[config.mk]
export PLATFORM = sky130hd
export DESIGN_NAME = outlier_rejecting_batch_average
export DESIGN_NICKNAME = d
export VERILOG_FILES = /design/src/rtl/core/orba_pkg.sv /design/src/rtl/core/orba_ram.sv /design/src/rtl/core/orba_sequencer.sv /design/src/rtl/core/orba_datapath.sv /design/src/rtl/core/outlier_rejecting_batch_average.sv
export SDC_FILE = /design/constraint.sdc
export NUM_CORES = 1
export LEC_CHECK = 0
export ABC_AREA = 1
export BUFFER_PORTS_ARGS = -buffer_cell sky130_fd_sc_hd__buf_4
export CELL_PAD_IN_SITES_DETAIL_PLACEMENT = 1
export CELL_PAD_IN_SITES_GLOBAL_PLACEMENT = 2
export CORE_ASPECT_RATIO = 0.9
export CORE_UTILIZATION = 39
export CTS_BUF_LIST = sky130_fd_sc_hd__clkbuf_8
export DETAILED_ROUTE_END_ITERATION = 8
export PLACE_DENSITY_LB_ADDON = 0.1
export REMOVE_ABC_BUFFERS = 1
export SLEW_MARGIN = 20
export SYNTH_ARGS = -nofsm -noshare
export SYNTH_HDL_FRONTEND = slang
export SYNTH_SLANG_ARGS = --single-unit
[constraint.sdc]
create_clock -name clk -period 4.8 [get_ports clk]
set_input_delay 0.24 -clock clk [delete_from_list [all_inputs] [get_ports clk]]
set_output_delay 0.24 -clock clk [all_outputs]
set_load 0.02 [all_outputs]
[src/rtl/core/orba_pkg.sv]
// orba_pkg: shared sizes, microcode types and the control store of the batch averager
// used by every module under rtl/core except orba_ram; depends on nothing
package orba_pkg;

  // store geometry
  localparam int DEPTH  = 16;
  localparam int IDX_W  = (DEPTH > 1) ? $clog2(DEPTH) : 1;
  localparam int CNT_W  = $clog2(DEPTH + 1);

  // field widths
  localparam int SMP_W  = 8;
  localparam int THR_W  = 7;
  localparam int AVG_W  = 7;
  localparam logic [THR_W-1:0] THR_RESET = 7'd3;

  // datapath widths: sum of positives, signed bounds, rounding divider
  localparam int SUM_W  = $clog2(127 * DEPTH + 1);
  localparam int BND_W  = SUM_W + 2;
  localparam int NUM_W  = $clog2(255 * DEPTH + 1);
  localparam int DEN_W  = CNT_W + 1;
  localparam int DSH_W  = DEN_W + AVG_W - 1;
  localparam int DIV_W  = (NUM_W > DSH_W) ? NUM_W : DSH_W;
  localparam int DCNT_W = $clog2(AVG_W);

  // microcode
  localparam int UPC_W  = 4;
  typedef logic [UPC_W-1:0] upc_t;

  typedef enum logic [1:0] {
    RD_NONE,
    RD_PASS1,
    RD_PASS2
  } rd_t;

  typedef enum logic [2:0] {
    JMP_NONE,
    JMP_MORE,
    JMP_N1_ZERO,
    JMP_N2_ZERO,
    JMP_DIV_MORE
  } jmp_t;

  typedef enum logic [2:0] {
    OP_NOP,
    OP_CLEAR,
    OP_RST_IDX,
    OP_BOUNDS,
    OP_DIV_INIT,
    OP_DIV_STEP,
    OP_DONE_OK,
    OP_DONE_FAIL
  } op_t;

  typedef struct packed {
    op_t  op;
    rd_t  rd;
    jmp_t jmp;
    upc_t target;
    logic last;
  } uword_t;

  typedef struct packed {
    logic more;
    logic n1_zero;
    logic n2_zero;
    logic div_more;
  } dp_status_t;

  // step addresses of the batch program
  localparam upc_t UPC_CLEAR = 4'd0;
  localparam upc_t UPC_PASS1 = 4'd1;
  localparam upc_t UPC_DRAIN1 = 4'd2;
  localparam upc_t UPC_BOUNDS = 4'd3;
  localparam upc_t UPC_PASS2 = 4'd4;
  localparam upc_t UPC_DRAIN2 = 4'd5;
  localparam upc_t UPC_DIVINIT = 4'd6;
  localparam upc_t UPC_DIVSTEP = 4'd7;
  localparam upc_t UPC_OK = 4'd8;
  localparam upc_t UPC_FAIL = 4'd9;

  localparam uword_t UWORD_NOP = '{op: OP_NOP, rd: RD_NONE, jmp: JMP_NONE,
                                   target: UPC_CLEAR, last: 1'b1};

  // control store: one word per step
  function automatic uword_t ucode_rom(input upc_t pc);
    uword_t w;
    unique case (pc)
      UPC_CLEAR:   w = '{op: OP_CLEAR, rd: RD_NONE, jmp: JMP_NONE,
                         target: UPC_CLEAR, last: 1'b0};
      UPC_PASS1:   w = '{op: OP_NOP, rd: RD_PASS1, jmp: JMP_MORE,
                         target: UPC_PASS1, last: 1'b0};
      UPC_DRAIN1:  w = '{op: OP_RST_IDX, rd: RD_NONE, jmp: JMP_NONE,
                         target: UPC_CLEAR, last: 1'b0};
      UPC_BOUNDS:  w = '{op: OP_BOUNDS, rd: RD_NONE, jmp: JMP_N1_ZERO,
                         target: UPC_FAIL, last: 1'b0};
      UPC_PASS2:   w = '{op: OP_NOP, rd: RD_PASS2, jmp: JMP_MORE,
                         target: UPC_PASS2, last: 1'b0};
      UPC_DRAIN2:  w = '{op: OP_RST_IDX, rd: RD_NONE, jmp: JMP_NONE,
                         target: UPC_CLEAR, last: 1'b0};
      UPC_DIVINIT: w = '{op: OP_DIV_INIT, rd: RD_NONE, jmp: JMP_N2_ZERO,
                         target: UPC_FAIL, last: 1'b0};
      UPC_DIVSTEP: w = '{op: OP_DIV_STEP, rd: RD_NONE, jmp: JMP_DIV_MORE,
                         target: UPC_DIVSTEP, last: 1'b0};
      UPC_OK:      w = '{op: OP_DONE_OK, rd: RD_NONE, jmp: JMP_NONE,
                         target: UPC_CLEAR, last: 1'b1};
      UPC_FAIL:    w = '{op: OP_DONE_FAIL, rd: RD_NONE, jmp: JMP_NONE,
                         target: UPC_CLEAR, last: 1'b1};
      default:     w = UWORD_NOP;
    endcase
    return w;
  endfunction

endpackage

[src/rtl/core/orba_ram.sv]
// orba_ram: generic simple dual-port ram, one write and one registered read port
// stand-alone, no package needed
module orba_ram #(
  parameter int WIDTH = 8,
  parameter int DEPTH = 16
) (
  input  logic                                   clk,
  input  logic                                   we,
  input  logic [((DEPTH > 1) ? $clog2(DEPTH) : 1)-1:0] waddr,
  input  logic [WIDTH-1:0]                       wdata,
  input  logic [((DEPTH > 1) ? $clog2(DEPTH) : 1)-1:0] raddr,
  output logic [WIDTH-1:0]                       rdata
);

  logic [WIDTH-1:0] mem [DEPTH];

  // write port and registered read
  always_ff @(posedge clk) begin
    if (we) begin
      mem[waddr] <= wdata;
    end
    rdata <= mem[raddr];
  end

endmodule

[src/rtl/core/orba_sequencer.sv]
// orba_sequencer: micro program counter stepping through the control store
// depends on orba_pkg for the control word, status struct and rom function
module orba_sequencer (
  input  logic                clk,
  input  logic                rst,
  input  logic                launch,
  input  orba_pkg::dp_status_t status,
  output orba_pkg::uword_t    ctrl,
  output logic                running
);
  import orba_pkg::*;

  upc_t   pc;
  uword_t word;
  logic   taken;

  assign word = ucode_rom(pc);
  assign ctrl = running ? word : UWORD_NOP;

  // conditional jump decode
  always_comb begin
    unique case (word.jmp)
      JMP_NONE:     taken = 1'b0;
      JMP_MORE:     taken = status.more;
      JMP_N1_ZERO:  taken = status.n1_zero;
      JMP_N2_ZERO:  taken = status.n2_zero;
      JMP_DIV_MORE: taken = status.div_more;
      default:      taken = 1'b0;
    endcase
  end

  // program counter and run flag
  always_ff @(posedge clk) begin
    if (rst) begin
      running <= 1'b0;
      pc      <= UPC_CLEAR;
    end else if (!running) begin
      if (launch) begin
        running <= 1'b1;
        pc      <= UPC_CLEAR;
      end
    end else if (word.last) begin
      running <= 1'b0;
      pc      <= UPC_CLEAR;
    end else if (taken) begin
      pc <= word.target;
    end else begin
      pc <= pc + 1'b1;
    end
  end

endmodule

[src/rtl/core/orba_datapath.sv]
// orba_datapath: store read index, two accumulation passes, window bounds,
// restoring divider for the rounded mean and the result registers
// depends on orba_pkg for widths and control word types
module orba_datapath (
  input  logic                           clk,
  input  logic                           rst,
  input  orba_pkg::uword_t               ctrl,
  input  logic [orba_pkg::THR_W-1:0]     thr,
  input  logic [orba_pkg::SMP_W-1:0]     rdata,
  output logic [orba_pkg::IDX_W-1:0]     raddr,
  output orba_pkg::dp_status_t           status,
  output logic                           done,
  output logic [orba_pkg::AVG_W-1:0]     average,
  output logic                           batch_failed
);
  import orba_pkg::*;

  logic [IDX_W-1:0]         idx;
  rd_t                      pend;
  logic [SUM_W-1:0]         s1;
  logic [SUM_W-1:0]         s2;
  logic [CNT_W-1:0]         n1;
  logic [CNT_W-1:0]         n2;
  logic signed [BND_W-1:0]  lo;
  logic signed [BND_W-1:0]  hi;
  logic [DIV_W-1:0]         rem;
  logic [DIV_W-1:0]         dsh;
  logic [AVG_W-1:0]         quo;
  logic [DCNT_W-1:0]        dcnt;

  logic                     x_pos;
  logic [AVG_W-1:0]         xmag;
  logic [AVG_W+CNT_W-1:0]   xn_full;
  logic signed [BND_W-1:0]  xn;
  logic                     keep;
  logic [THR_W+CNT_W-1:0]   tn_full;
  logic [SUM_W-1:0]         tn;

  assign raddr = idx;

  // sample from the store, positive test and scaled value
  assign x_pos   = !rdata[SMP_W-1] && (rdata != '0);
  assign xmag    = rdata[AVG_W-1:0];
  assign xn_full = xmag * n1;
  assign xn      = $signed({2'b00, SUM_W'(xn_full)});
  assign keep    = x_pos && (lo < xn) && (xn < hi);

  // threshold scaled by the positive count
  assign tn_full = thr * n1;
  assign tn      = SUM_W'(tn_full);

  assign status.more     = (idx != IDX_W'(DEPTH - 1));
  assign status.n1_zero  = (n1 == '0);
  assign status.n2_zero  = (n2 == '0);
  assign status.div_more = (dcnt != '0);

  // control: read index, pending read tag, result strobe
  always_ff @(posedge clk) begin
    if (rst) begin
      idx          <= '0;
      pend         <= RD_NONE;
      done         <= 1'b0;
      average      <= '0;
      batch_failed <= 1'b0;
    end else begin
      pend <= ctrl.rd;
      done <= 1'b0;
      if (ctrl.rd != RD_NONE) begin
        idx <= idx + 1'b1;
      end
      case (ctrl.op) inside
        OP_CLEAR, OP_RST_IDX: idx <= '0;
        OP_DONE_OK: begin
          average      <= quo;
          batch_failed <= 1'b0;
          done         <= 1'b1;
        end
        OP_DONE_FAIL: begin
          batch_failed <= 1'b1;
          done         <= 1'b1;
        end
        default: ;
      endcase
    end
  end

  // accumulators, bounds and divider
  always_ff @(posedge clk) begin
    case (ctrl.op)
      OP_CLEAR: begin
        s1 <= '0;
        n1 <= '0;
        s2 <= '0;
        n2 <= '0;
      end
      OP_BOUNDS: begin
        lo <= $signed({2'b00, s1}) - $signed({2'b00, tn});
        hi <= $signed({2'b00, s1}) + $signed({2'b00, tn});
      end
      OP_DIV_INIT: begin
        rem  <= DIV_W'({s2, 1'b0}) + DIV_W'(n2);
        dsh  <= DIV_W'({n2, 1'b0}) << (AVG_W - 1);
        quo  <= '0;
        dcnt <= DCNT_W'(AVG_W - 1);
      end
      OP_DIV_STEP: begin
        if (rem >= dsh) begin
          rem <= rem - dsh;
          quo <= {quo[AVG_W-2:0], 1'b1};
        end else begin
          quo <= {quo[AVG_W-2:0], 1'b0};
        end
        dsh  <= dsh >> 1;
        dcnt <= dcnt - 1'b1;
      end
      default: ;
    endcase
    // store data arrives in the cycle after its read
    if (pend == RD_PASS1 && x_pos) begin
      s1 <= s1 + SUM_W'(xmag);
      n1 <= n1 + 1'b1;
    end
    if (pend == RD_PASS2 && keep) begin
      s2 <= s2 + SUM_W'(xmag);
      n2 <= n2 + 1'b1;
    end
  end

endmodule

[src/rtl/core/outlier_rejecting_batch_average.sv]
// outlier_rejecting_batch_average: top level, sample store, write position,
// threshold register and the microcoded batch engine
// depends on orba_pkg, orba_ram, orba_sequencer, orba_datapath
//
// usage:
//   samples enter on the command channel: a beat is taken at a rising edge
//   with start high and busy low. each sample goes into a 16-entry store.
//   the sample that fills the store starts batch processing and raises busy
//   on the next cycle; samples that do not fill the store leave busy low.
//   batch processing runs a 10-step micro program: clear, a read pass over
//   the store for the positive mean, bounds, a second pass keeping samples
//   inside the window, then a 7-step restoring divide for the rounded mean.
//   busy stays high through the steps that run; the store port gives one read
//   per cycle and the divider one bit per cycle. a batch with no positive
//   sample stops after bounds, one with no survivor after the divide setup.
//   done pulses for one cycle with average and batch_failed in the same
//   cycle that busy falls; the receiver cannot stall.
//   reject_threshold is written on the cfg channel (valid and ready) while idle.
//   reset (rst, synchronous) restarts the store fill, zeroes the held average, threshold 3.
module outlier_rejecting_batch_average (
  input  logic                         clk,
  input  logic                         rst,
  input  logic                         start,
  output logic                         busy,
  input  logic signed [orba_pkg::SMP_W-1:0] sample,
  input  logic                         cfg_valid,
  output logic                         cfg_ready,
  input  logic [orba_pkg::THR_W-1:0]   reject_threshold,
  output logic                         done,
  output logic [orba_pkg::AVG_W-1:0]   average,
  output logic                         batch_failed
);
  import orba_pkg::*;

  logic [IDX_W-1:0] wr_pos;
  logic [THR_W-1:0] thr;
  logic             accept;
  logic             launch;
  logic             running;
  logic [IDX_W-1:0] raddr;
  logic [SMP_W-1:0] rdata;
  uword_t           ctrl;
  dp_status_t       status;

  assign busy      = running;
  assign cfg_ready = !running;
  assign accept    = start && !busy;
  assign launch    = accept && (wr_pos == IDX_W'(DEPTH - 1));

  // write position and threshold register
  always_ff @(posedge clk) begin
    if (rst) begin
      wr_pos <= '0;
      thr    <= THR_RESET;
    end else begin
      if (accept) begin
        wr_pos <= launch ? '0 : wr_pos + 1'b1;
      end
      if (cfg_valid && cfg_ready) begin
        thr <= reject_threshold;
      end
    end
  end

  // sample store
  orba_ram #(
    .WIDTH(SMP_W),
    .DEPTH(DEPTH)
  ) u_store (
    .clk  (clk),
    .we   (accept),
    .waddr(wr_pos),
    .wdata(sample),
    .raddr(raddr),
    .rdata(rdata)
  );

  // micro program sequencer
  orba_sequencer u_seq (
    .clk    (clk),
    .rst    (rst),
    .launch (launch),
    .status (status),
    .ctrl   (ctrl),
    .running(running)
  );

  // batch datapath
  orba_datapath u_dp (
    .clk         (clk),
    .rst         (rst),
    .ctrl        (ctrl),
    .thr         (thr),
    .rdata       (rdata),
    .raddr       (raddr),
    .status      (status),
    .done        (done),
    .average     (average),
    .batch_failed(batch_failed)
  );

`ifndef SYNTH
  // a result only ends a batch that was running
  a_done_after_busy: assert property (@(posedge clk) disable iff (rst)
    done |-> $past(busy))
    else $error("result strobe without a running batch");

  // the filling sample starts the batch
  a_fill_launches: assert property (@(posedge clk) disable iff (rst)
    (start && !busy && wr_pos == IDX_W'(DEPTH - 1)) |=> busy)
    else $error("full store did not start batch processing");

  // no samples are written while the store is being read
  a_pos_frozen: assert property (@(posedge clk) disable iff (rst)
    (busy && $past(busy)) |-> $stable(wr_pos))
    else $error("write position moved during a batch");
`endif

endmodule

==> results by group, run 1 <==
Layout
  – Count of fill cells added during filler insertion: 4375
  – Fraction of final layout cells sized beyond drive strength 1: 0.1370
  – FF+latch area: roughly 7500 µm²
  – Post-layout nets: 1922
  – Count of inserted antenna diode cells: 0
  – Most common cell after layout, fill and taps aside: sky130_fd_sc_hd__inv_1
  – Count of placed standard cells in the final layout, fillers left out: approximately 2300
  – Area taken by multi-input logic gates: ~7000 µm²
  – Most used cells in the layout excluding fill and tap cells: sky130_fd_sc_hd__inv_1 (252), sky130_fd_sc_hd__nand2_1 (225), sky130_fd_sc_hd__edfxtp_1 (217)
  – Layout overhead on the synthesized area: 17.08%

STA
  – Final hold vios: 0
  – Actual slew at the worst max-slew pin: approximately 1.1 ns
  – Fmax: 209.1 MHz
  – Post-route fraction of the period consumed by the critical path: 0.9965
  – Worst slew margin relative to its limit: 0.2604
  – Clk_skew: ~0.024 ns
  – Final critical delay including setup and external delays: roughly 4.8 ns
  – Number of pins exceeding their max-slew limit in the final report: 0
  – Worst hold slack: between 0.07 and 0.08 ns
  – Setup repair after global routing missed its margin: true
  – Final setup vio count: 0

Power
  – Clock power frac: 0.428
  – Net switching power figure: roughly 1.2 mW
  – Pleak: 8.075 nW
  – Int Pwr: 3.733 mW
  – Combinational share of power: 0.057
  – Worst vdd ir: about 0.23 mV
  – Switching Share: 0.2409
  – Seq pwr share: 0.515
  – Ratio of total power to cell area: about 270 nW/µm²

CTS
  – Clock edge transition at the registers on the reported setup and hold paths: ~0.06 ns
  – Cts bufs inserted: between 40 and 50
  – Deepest clock path buffer count: 3
  – Depth of the CTS H-tree: 2
  – Clock root buffer master: sky130_fd_sc_hd__clkbuf_8
  – Clock latency on the worst-skew pair: 0.62 ns
  – TritonCTS clock tree: built
  – CTS sink count: approximately 270

Critical path
  – Sort of element at the end of the critical path: flip-flop
  – CP arrival: just over 5 ns
  – WP data required: 5.12 ns
  – Depth of the worst register-to-register path: 24
  – Worst setup path category: reg2reg
  – Element type at the critical path start: flip-flop
  – Maximum fanout encountered on the critical timing path: 8

Drt
  – Routed len/inst: 18.03 µm
  – Detail-routed via count per cell: roughly 5
  – Violation count after the first detailed-route iteration: ~480
  – DRC errors left: 0
  – Overall routed net length: between 40000 and 50000 µm
  – Number of antenna-violating nets in the routed design: 0
  – Number of detailed-route iterations in the first pass: 4
  – Total via count after detailed routing: 11475

Die
  – Die height: 190.8 µm
  – Row Count: between 60 and 70
  – I/O pins: 30
  – Initial core utilization: 0.3990
  – Die Footprint: slightly above 40000 µm²
  – Floorplan Core Area: approximately 39000 µm²
  – Die span in x: 211.8 µm

Global routing
  – Initial antenna violation count: 0
  – Global routing met2 resource utilization: 0.3499
  – Total global routing track utilization: 0.2129
  – Wire length of the first global-routing pass: roughly 66000 µm
  – Grt met3 use: 0.03129
  – GRT met1 Usage: 0.2883
  – Remaining global-route overflow: 0
  – Largest net degree at the start of global routing: between 60 and 70
  – Via count of the first global-routing pass: around 12000
  – Layer carrying the most global-route usage: met2

Min path
  – Hold Path Cell Cnt: 4
  – Kind of path behind the tightest hold check: in2reg

Outcome
  – Outcome: finished, final reports clean

Logic synthesis
  – Syn Inst Count: roughly 1600
  – Synth cell types: 48
  – Portion of the post-synthesis area used by sequential elements: 0.4866
  – Most used flip-flop cell after synthesis: sky130_fd_sc_hd__edfxtp_1
  – Post-synthesis average cell area: ~9.6 µm²
  – Yosys warning count: 0
  – Async set-reset flop share out of synthesis: 0
  – EDFF count, synth: between 200 and 250
  – Syn Std Cell Area: about 15000 µm²
  – Synthesis-stage register bit count: ~270

Placed design
  – Placed cell count: between 2000 and 2500
  – Final weighted congestion in routability-driven placement: just over 0.8
  – Detailed placer's ending HPWL: roughly 30000 µm
  – Number of buffer cells added on primary ports: 29

Run
  – Total of max-cap violations: 0
[metrics by stage]
stage | power (mW) | area, µm² | utilization | setup slack, ns | TNS [ns]
floorplan | 2.716 | 15240 | - | -0.2849 | -4.559
global placement | 2.835 | 16690 | 0.4311 | 0.006770 | 0
detailed placement | 2.841 | 16690 | 0.4311 | -0.07978 | -2.226
CTS | 4.990 | 17890 | 0.4622 | 0.001066 | 0
global route | 5.119 | 18090 | 0.4672 | -0.2738 | -6.972
finish | 4.917 | 18090 | 0.4672 | 0.01666 | 0
[cells in the mapped netlist (7+ instances only)]
cell | count | share of area
sky130_fd_sc_hd__nand3_1 | 63 | 0.020
sky130_fd_sc_hd__nand4_1 | 13 | 0.0053
sky130_fd_sc_hd__nand2_1 | 231 | 0.056
sky130_fd_sc_hd__ha_1 | 125 | 0.10
sky130_fd_sc_hd__clkbuf_1 | 27 | 0.0066
sky130_fd_sc_hd__fa_1 | 34 | 0.044
sky130_fd_sc_hd__xor2_1 | 48 | 0.027
sky130_fd_sc_hd__o211ai_1 | 10 | 0.0049
sky130_fd_sc_hd__o21ai_0 | 118 | 0.038
sky130_fd_sc_hd__edfxtp_1 | 217 | 0.42
sky130_fd_sc_hd__o22ai_1 | 9 | 0.0036
sky130_fd_sc_hd__nor2_1 | 191 | 0.046
sky130_fd_sc_hd__dfxtp_1 | 50 | 0.065
sky130_fd_sc_hd__inv_1 | 242 | 0.059
sky130_fd_sc_hd__o221ai_1 | 26 | 0.015
sky130_fd_sc_hd__xnor2_1 | 13 | 0.0074
sky130_fd_sc_hd__nor3_1 | 13 | 0.0042
sky130_fd_sc_hd__o21bai_1 | 7 | 0.0034
sky130_fd_sc_hd__buf_2 | 17 | 0.0055
sky130_fd_sc_hd__a21oi_1 | 89 | 0.029
[metal layers]
layer | routed length [µm] | vias to the layer above
met5 | 0 | -
met4 | 1027 | 0
li1 | - | 5708
met3 | 1243 | 73
met2 | 19090 | 127
met1 | 20220 | 5567
[cell families (layout without fill, tap and decap cells)]
kind of cell / count (synthesis) / count (layout) / share of synthesized area
AND/OR/NAND/NOR: 538 / 538 / 0.1477
adder cells (fa/ha/maj): 159 / 159 / 0.1453
AO/OA/AOI/OAI: 296 / 296 / 0.1117
XOR/XNOR: 61 / 61 / 0.03459
flip-flops: 267 / 267 / 0.4866
buffers and inverters: 296 / 460 / 0.07411
[power groups by stage]
stage	logic, mW	clock network, mW	registers [mW]
after detailed placement	0.261	0	2.58
after global placement	0.256	0	2.58
after floorplan	0.136	0	2.58
after global routing	0.313	2.27	2.53
after CTS	0.275	2.18	2.53
final	0.280	2.10	2.53
[state kept, by name (all words and copies together), names as in the netlist]
signal             flops
u_dp.hi               11
u_dp.s1               11
wr_pos                 4
u_dp.average           7
u_store.mem          128
u_dp.n1                5
u_dp.raddr             4
u_seq.pc               4
u_dp.dsh              12
thr                    7
u_dp.lo               12
u_dp.n2                5
u_dp.batch_failed      1
u_dp.s2               11
u_dp.pend              2
u_dp.rem              12
u_dp.dcnt              3
u_seq.running          1
u_seq.word            11
u_store.rdata          8
u_dp.quo               7
u_dp.done              1
[critical path, cell delays in order, from the launching register on]
cell	delay, ns
sky130_fd_sc_hd__edfxtp_1	0.41
sky130_fd_sc_hd__buf_6	0.15
sky130_fd_sc_hd__nand2_4	0.04
sky130_fd_sc_hd__inv_2	0.04
sky130_fd_sc_hd__fa_1	0.50
sky130_fd_sc_hd__fa_1	0.52
sky130_fd_sc_hd__inv_1	0.05
sky130_fd_sc_hd__fa_1	0.51
sky130_fd_sc_hd__inv_2	0.05
sky130_fd_sc_hd__ha_4	0.27
sky130_fd_sc_hd__inv_2	0.04
sky130_fd_sc_hd__o21bai_1	0.18
sky130_fd_sc_hd__a21oi_1	0.10
sky130_fd_sc_hd__o21bai_1	0.16
sky130_fd_sc_hd__xor2_1	0.25
sky130_fd_sc_hd__buf_4	0.15
sky130_fd_sc_hd__ha_1	0.24
sky130_fd_sc_hd__nand2_1	0.11
sky130_fd_sc_hd__o21ai_1	0.08
sky130_fd_sc_hd__a21oi_1	0.14
sky130_fd_sc_hd__nand2_1	0.06
sky130_fd_sc_hd__nand2_1	0.06
sky130_fd_sc_hd__nand3_2	0.11
sky130_fd_sc_hd__nand2_4	0.12
sky130_fd_sc_hd__buf_12	0.14
[layout make-up]
type,instances,share of cell area
Inverter,248,0.05175
Clock inverter,32,0.01010
Clock buffer,55,0.04185
Timing Repair Buffer,125,0.05728
Sequential cell,267,0.4157
Tap cell,525,0.03632
Multi-Input combinational cell,1054,0.3870
[final timing paths]
path,from,end,slack (ns)
setup reg to reg,u_dp.n1[4]$_SDFFCE_PN0P_,u_dp.s2[0]$_SDFFCE_PN0P_,0.02
hold reg to reg,u_seq.word[9]$_SDFF_PP0_,u_dp.pend[1]$_SDFF_PP0_,0.46
setup / recovery,u_dp.n1[4]$_SDFFCE_PN0P_,u_dp.s2[0]$_SDFFCE_PN0P_,0.02
hold / removal,cfg_valid,thr[1]$_SDFFE_PP1P_,0.07
[timing repair]
item                                   4_1_cts  5_1_grt
setup buffers                                0        4
pin swaps                                   13       30
resized for setup                           14       40
gates cloned                                 1        0
endpoints found under the hold margin      147        0
setup endpoints to repair                   33       43
hold buffers                                17        0
(Power assumes the default switching activity.)
==> inputs of run 2 (changes only) <==
BUFFER_PORTS_ARGS = unset   (was -buffer_cell sky130_fd_sc_hd__buf_4)
DONT_BUFFER_PORTS = 1   (was unset)
==> results by group, run 2 (same netlist as run 1, synthesis figures left out) <==
Outcome
  – Outcome: finished, final reports clean

Min path
  – Kind of path behind the tightest hold check: in2reg

Layout
  – Count of placed standard cells in the final layout, fillers left out: 2306 (unchanged)
  – Layout overhead on the synthesized area: 18.68%
  – Max reg flops: 128 (unchanged)
  – Most used cells in the layout excluding fill and tap cells: sky130_fd_sc_hd__inv_1 (254), sky130_fd_sc_hd__nand2_1 (221), sky130_fd_sc_hd__edfxtp_1 (217)
  – Count of fill cells added during filler insertion: 4386 (+0.25%)
  – Fraction of final layout cells sized beyond drive strength 1: 0.1522 (+0.01525)
  – Most common cell after layout, fill and taps aside: sky130_fd_sc_hd__inv_1
  – Reg with most FFs: u_store.mem
  – Post-layout nets: 1918 (-0.21%)
  – Post-Layout Inst Area: 18330 µm² (+1.4%)

Drt
  – Routed len/inst: 18.38 µm (+1.9%)
  – Number of antenna-violating nets in the routed design: 0 (unchanged)
  – Overall routed net length: 42370 µm (+1.9%)
  – Violation count after the first detailed-route iteration: 479 (+0.21%)
  – Total via count after detailed routing: 11667 (+1.7%)
  – DRC errors left: 0 (unchanged)
  – Number of detailed-route iterations in the first pass: 5 (+1)
  – Detail-routed via count per cell: 5.059 (+1.7%)

Placed design
  – Number of buffer cells added on primary ports: 0 (-100%)
  – Area post-placement: 16550 µm² (-0.86%)
  – Final weighted congestion in routability-driven placement: 0.8300 (+0.48%)
  – Placed cell count: 2178 (-0.86%)
  – Detailed placer's ending HPWL: 30220 µm (+0.55%)

STA
  – Final hold vios: 0 (unchanged)
  – Fmax: 213.3 MHz (+2.0%)
  – Setup repair after global routing missed its margin: true
  – Final setup vio count: 0 (unchanged)
  – Number of pins exceeding their max-slew limit in the final report: 0 (unchanged)
  – Final critical delay including setup and external delays: 4.687 ns (-0.09587 ns)
  – Actual slew at the worst max-slew pin: 1.074 ns (-0.03385 ns)
  – Clk_skew: 0.03462 ns (+0.01083 ns)
  – Post-route fraction of the period consumed by the critical path: 0.9766 (-0.01997)
  – Worst slew margin relative to its limit: 0.2747 (+0.01429)

CTS
  – Depth of the CTS H-tree: 2 (unchanged)
  – TritonCTS clock tree: built
  – Deepest clock path buffer count: 3 (unchanged)
  – Clock root buffer master: sky130_fd_sc_hd__clkbuf_8
  – Clock edge transition at the registers on the reported setup and hold paths: 0.06 ns (about the same)
  – CTS sink count: 267 (unchanged)
  – Clock latency on the worst-skew pair: 0.64 ns (+0.02 ns)
  – Cts bufs inserted: 48 (unchanged)

Power
  – Clock power frac: 0.430 (+0.002)
  – Combinational share of power: 0.059 (+0.002)
  – Switching Share: 0.2462 (+0.005347)
  – Pleak: 8.091 nW (+0.21%)
  – Int Pwr: 3.731 mW (about the same)
  – Ratio of total power to cell area: 270.0 nW/µm² (-0.68%)
  – Seq pwr share: 0.512 (-0.003)
  – Net switching power figure: 1.219 mW (+2.9%)
  – Worst vdd ir: 0.3311 mV (+42%)

Global routing
  – Remaining global-route overflow: 0 (unchanged)
  – Total global routing track utilization: 0.2139 (+0.0009962)
  – Largest net degree at the start of global routing: 50 (-25%)
  – Via count of the first global-routing pass: 12263 (+1.4%)
  – Wire length of the first global-routing pass: 66660 µm (+1.1%)
  – Initial antenna violation count: 1 (+1)

Die
  – I/O pins: 30 (unchanged)
  – Die height: 190.8 µm (unchanged)
  – Row Count: 68 (unchanged)
  – Die span in x: 211.8 µm (unchanged)
  – Initial core utilization: 0.3990 (unchanged)
  – Die Footprint: 40410 µm² (unchanged)
  – Floorplan Core Area: 38710 µm² (unchanged)

Critical path
  – Maximum fanout encountered on the critical timing path: 8 (unchanged)
  – Sort of element at the end of the critical path: flip-flop
  – CP arrival: 5.06 ns (-0.05 ns)
  – Worst path max stage delay: 0.53 ns (about the same)
  – Highest-delay cell along the critical path: sky130_fd_sc_hd__fa_1
  – Element type at the critical path start: flip-flop
  – WP data required: 5.17 ns (+0.05 ns)
  – Worst setup path category: reg2reg

Run
  – Total of max-cap violations: 0 (unchanged)
==> run 2: cell count changes in the layout (fill, tap and decap cells not counted), moves of 6 or more <==
| cell | delta |
|---|---|
| sky130_fd_sc_hd__nor2_2 | +9 |
| sky130_fd_sc_hd__nor2_1 | -15 |
| sky130_fd_sc_hd__dlygate4sd3_1 | +7 |
| sky130_fd_sc_hd__buf_4 | -15 |
| sky130_fd_sc_hd__nor2_4 | +6 |
==> run 2: layout make-up <==
| class | count | area (µm²) | share of cell area |
|---|---|---|---|
| well taps | 525 | 656.9 | 0.03583 |
| multi-input cells | 1054 | 7201 | 0.3928 |
| flip-flops and latches | 267 | 7520 | 0.4102 |
| diodes | 1 | 2.502 | 0.0001365 |
| repair buffers | 121 | 1066 | 0.05815 |
| clock buffers | 54 | 743.2 | 0.04054 |
| clock inverters | 36 | 202.7 | 0.01106 |
| inverters | 248 | 940.9 | 0.05132 |
==> run 2: metal layers <==
metal	routed length, µm	track usage	part of all wire	vias to the layer above
li1	-	-	-	5709
met3	1180	0.03113	0.028	68
met5	0	0	0	-
met2	19340	0.3501	0.46	148
met1	20700	0.2887	0.49	5742
met4	1162	0.07469	0.027	0
==> run 2: final timing paths <==
| check | startpoint | end | slack [ns] | depth (start not counted) |
|---|---|---|---|---|
| setup / recovery | u_dp.n1[4]$_SDFFCE_PN0P_ | u_dp.s2[2]$_SDFFCE_PN0P_ | 0.11 | 25 |
| setup reg to reg | u_dp.n1[4]$_SDFFCE_PN0P_ | u_dp.s2[2]$_SDFFCE_PN0P_ | 0.11 | 25 |
| hold / removal | rst | u_dp.batch_failed$_SDFFE_PP0P_ | 0.13 | 3 |
| hold reg to reg | u_seq.word[8]$_SDFF_PP0_ | u_dp.pend[0]$_SDFF_PP0_ | 0.46 | 2 |
==> run 2: timing repair <==
item	CTS	global route
setup buffers	5	7
pin swaps	20	47
gates cloned	1	1
endpoints found under the setup margin	35	43
hold buffers	24	0
hold endpoints to repair	150	0
gates resized for setup	23	82
==> run 2: critical path: cells and delay by family (launching register included) <==
family	cells	cell delay [ns]
AOI/OAI and AO/OA	1	0.08
xor gates and xnor gates	1	0.24
DFF	1	0.42
adders and majority gates	5	2.03
and+or+nand+nor	8	0.77
buffers and inverters	10	0.89
==> run 2: per-stage QoR <==
stage / TNS, ns / util / setup WS (ns) / power (mW) / hold WS, ns
after floorplan: -4.559 / - / -0.2849 / 2.716 / 0.3091
after detailed placement: -3.702 / 0.4274 / -0.1319 / 2.821 / 0.3193
after CTS: 0 / 0.4622 / 0.009283 / 5.007 / 0.09213
after global routing: -4.647 / 0.4736 / -0.1557 / 5.147 / 0.1450
final: 0 / 0.4736 / 0.1125 / 4.951 / 0.1269
after global placement: -0.01778 / 0.4274 / -0.002205 / 2.815 / 0.3127
==> run 2: power groups by stage <==
stage	combinational (mW)	clock [mW]	sequential, mW
CTS	0.281	2.19	2.53
global route	0.325	2.29	2.53
global placement	0.235	0	2.58
floorplan	0.136	0	2.58
detailed placement	0.240	0	2.58
finish	0.290	2.13	2.53
==> inputs of run 3 (changes only) <==
CORE_UTILIZATION = 38   (was 39)
CTS_BUF_LIST = unset   (was sky130_fd_sc_hd__clkbuf_8)
CTS_CLUSTER_DIAMETER = 150   (was unset)
clock period = 4.2 ns   (was 4.8 ns; I/O delays follow)
==> results by group, run 3 (same netlist as run 1, synthesis figures left out) <==
Die
  – Die span in x: 214.5 µm (+1.3%)
  – Die height: 193.3 µm (+1.3%)
  – Initial core utilization: 0.3881 (-0.01090)
  – Floorplan Core Area: 39800 µm² (+2.8%)
  – I/O pins: 30 (unchanged)
  – Die Footprint: 41460 µm² (+2.6%)
  – Row Count: 69 (+1.5%)

Placed design
  – Final weighted congestion in routability-driven placement: 0.8016 (-3.4%)
  – Pre-CTS setup slack: -0.7943 ns (-0.6624 ns)
  – Number of buffer cells added on primary ports: 0 (unchanged)
  – Placed cell count: 2227 (+2.2%)
  – Detailed placer's ending HPWL: 30080 µm (-0.45%)
  – Area post-placement: 16870 µm² (+2.0%)

Global routing
  – Total global routing track utilization: 0.2038 (-0.01013)
  – Via count of the first global-routing pass: 12296 (+0.27%)
  – Initial antenna violation count: 0 (-1)
  – Wire length of the first global-routing pass: 67490 µm (+1.2%)
  – Largest net degree at the start of global routing: 67 (+34%)
  – Remaining global-route overflow: 0 (unchanged)

Layout
  – Layout overhead on the synthesized area: 24.52%
  – Post-Layout Inst Area: 19230 µm² (+4.9%)
  – Most common cell after layout, fill and taps aside: sky130_fd_sc_hd__edfxtp_1
  – Most used cells in the layout excluding fill and tap cells: sky130_fd_sc_hd__edfxtp_1 (217), sky130_fd_sc_hd__inv_1 (212), sky130_fd_sc_hd__nand2_1 (203)
  – Count of placed standard cells in the final layout, fillers left out: 2326 (+0.87%)
  – Final core occ: 0.4833 (+0.009729)
  – Fraction of final layout cells sized beyond drive strength 1: 0.2107 (+0.05846)
  – Max reg flops: 128 (unchanged)
  – Count of inserted antenna diode cells: 0 (-1)
  – Post-layout nets: 1949 (+1.6%)
  – Reg with most FFs: u_store.mem

Outcome
  – Outcome: finished with violations
  – Violations in the final reports: negative setup slack

Critical path
  – Sort of element at the end of the critical path: flip-flop
  – R2r setup slk: -0.52 ns (-0.64 ns)
  – Depth of the worst register-to-register path: 23 (-8.0%)
  – Reg2reg start: u_dp.n1[4]$_SDFFCE_PN0P_
  – Worst setup path category: reg2reg
  – Startpoint of the most critical setup path: u_dp.n1[4]$_SDFFCE_PN0P_
  – CP arrival: 5.02 ns (-0.04 ns)
  – Element type at the critical path start: flip-flop
  – Reg-to-reg endpoint: u_dp.s2[0]$_SDFFCE_PN0P_
  – Destination of the critical timing path: u_dp.s2[0]$_SDFFCE_PN0P_
  – Maximum fanout encountered on the critical timing path: 8 (unchanged)
  – WP data required: 4.50 ns (-0.67 ns)

STA
  – Clk_skew: 0.009039 ns (-0.02558 ns)
  – Final setup vio count: 43 (+43)
  – Final critical delay including setup and external delays: 4.723 ns (+0.03558 ns)
  – Fmax: 211.7 MHz (-0.75%)
  – Worst hold slack: 0.02222 ns (-0.1047 ns)
  – Post-route fraction of the period consumed by the critical path: 1.125 (+0.1480)
  – Least setup slack across all paths after layout: -0.5231 ns (-0.6356 ns)
  – Actual slew at the worst max-slew pin: 1.085 ns (+0.01034 ns)
  – Worst slew margin relative to its limit: 0.2724 (-0.002276)
  – Setup repair after global routing missed its margin: true
  – Final hold vios: 0 (unchanged)
  – Number of pins exceeding their max-slew limit in the final report: 0 (unchanged)
  – Setup total negative slack: -19.93 ns (-19.93 ns)

Drt
  – Number of detailed-route iterations in the first pass: 5 (unchanged)
  – Routed len/inst: 18.28 µm (-0.53%)
  – Violation count after the first detailed-route iteration: 488 (+1.9%)
  – Number of antenna-violating nets in the routed design: 0 (unchanged)
  – Total via count after detailed routing: 11620 (-0.40%)
  – Detail-routed via count per cell: 4.996 (-1.3%)
  – DRC errors left: 0 (unchanged)
  – Overall routed net length: 42520 µm (+0.34%)

CTS
  – Clock root buffer master: sky130_fd_sc_hd__clkbuf_16
  – Deepest clock path buffer count: 3 (unchanged)
  – Cts bufs inserted: 31 (-35%)
  – Clock edge transition at the registers on the reported setup and hold paths: 0.06 ns (about the same)
  – TritonCTS clock tree: built
  – Clock latency on the worst-skew pair: 0.58 ns (-0.06 ns)
  – Depth of the CTS H-tree: 1 (-1)
  – CTS sink count: 267 (unchanged)

Run
  – Total of max-cap violations: 0 (unchanged)

Power
  – Power after layout: 5.964 mW (+20%)
  – Worst vdd ir: 0.3572 mV (+7.9%)
  – Ratio of total power to cell area: 310.1 nW/µm² (+15%)
  – Pleak: 8.382 nW (+3.6%)

Min path
  – Kind of path behind the tightest hold check: in2reg
run 3: cell types whose count changed in the layout (fill, tap and decap cells not counted), moves of 14 or more:
cell,delta
sky130_fd_sc_hd__clkbuf_8,-54
sky130_fd_sc_hd__inv_1,-42
sky130_fd_sc_hd__buf_4,+31
sky130_fd_sc_hd__clkbuf_16,+31
sky130_fd_sc_hd__buf_6,+21
sky130_fd_sc_hd__nand2_1,-18
sky130_fd_sc_hd__a21oi_1,-15
sky130_fd_sc_hd__inv_2,+14
sky130_fd_sc_hd__nand2_2,+14
run 3: power by group:
part           internal [mW]  switching [mW]  total, mW
combinational          0.168           0.230      0.397
clock                   1.54            1.13       2.67
sequential              2.88          0.0158       2.89
run 3: timing repair:
action                                  4_1_cts  5_1_grt
pin swaps                                    58       89
gates resized for setup                     107      123
buffers inserted                             14       15
hold buffers                                 20        0
endpoints found under the hold margin       150        0
endpoints found under the setup margin       46       47
cloned                                        1        1
run 3: cell type report:
class | instances | area, µm²
Clock buffer | 34 | 787.0
Inverter | 248 | 955.9
Sequential cell | 267 | 7520
Timing Repair Buffer | 169 | 1483
Clock inverter | 22 | 220.2
Tap cell | 532 | 665.6
Multi-Input combinational cell | 1054 | 7604
Fill cell | 4410 | 20560
run 3: routing by layer:
metal,GRT usage,share of wire
met4,0.03995,0.019
met1,0.2798,0.48
met3,0.02469,0.029
met2,0.3468,0.47
met5,0,0
run 3: worst min path at each step:
stage,to,slack [ns],depth (start not counted),start
after floorplan,wr_pos[2]$_SDFFE_PP0P_,0.28,1,rst
after global placement,wr_pos[2]$_SDFFE_PP0P_,0.28,1,rst
after detailed placement,wr_pos[2]$_SDFFE_PP0P_,0.29,1,rst
after CTS,thr[5]$_SDFFE_PP0P_,0.008,3,cfg_valid
after global routing,thr[5]$_SDFFE_PP0P_,0.08,3,cfg_valid
final,thr[5]$_SDFFE_PP0P_,0.02,3,cfg_valid
run 3: worst max-delay path, stage by stage, from the launching register on:
cell,delay [ns]
sky130_fd_sc_hd__edfxtp_1,0.43
sky130_fd_sc_hd__buf_6,0.15
sky130_fd_sc_hd__nand2_2,0.05
sky130_fd_sc_hd__inv_2,0.04
sky130_fd_sc_hd__fa_1,0.49
sky130_fd_sc_hd__fa_1,0.51
sky130_fd_sc_hd__inv_2,0.04
sky130_fd_sc_hd__fa_1,0.52
sky130_fd_sc_hd__inv_2,0.05
sky130_fd_sc_hd__ha_4,0.29
sky130_fd_sc_hd__inv_2,0.07
sky130_fd_sc_hd__nor4_4,0.30
sky130_fd_sc_hd__nand2_1,0.12
sky130_fd_sc_hd__o311ai_2,0.09
sky130_fd_sc_hd__xor2_1,0.24
sky130_fd_sc_hd__ha_1,0.28
sky130_fd_sc_hd__nand2_2,0.08
sky130_fd_sc_hd__nor2_1,0.04
sky130_fd_sc_hd__a21oi_1,0.14
sky130_fd_sc_hd__nand2_1,0.08
sky130_fd_sc_hd__nand2_2,0.08
sky130_fd_sc_hd__nand3_4,0.09
sky130_fd_sc_hd__nand2_4,0.09
sky130_fd_sc_hd__buf_8,0.14
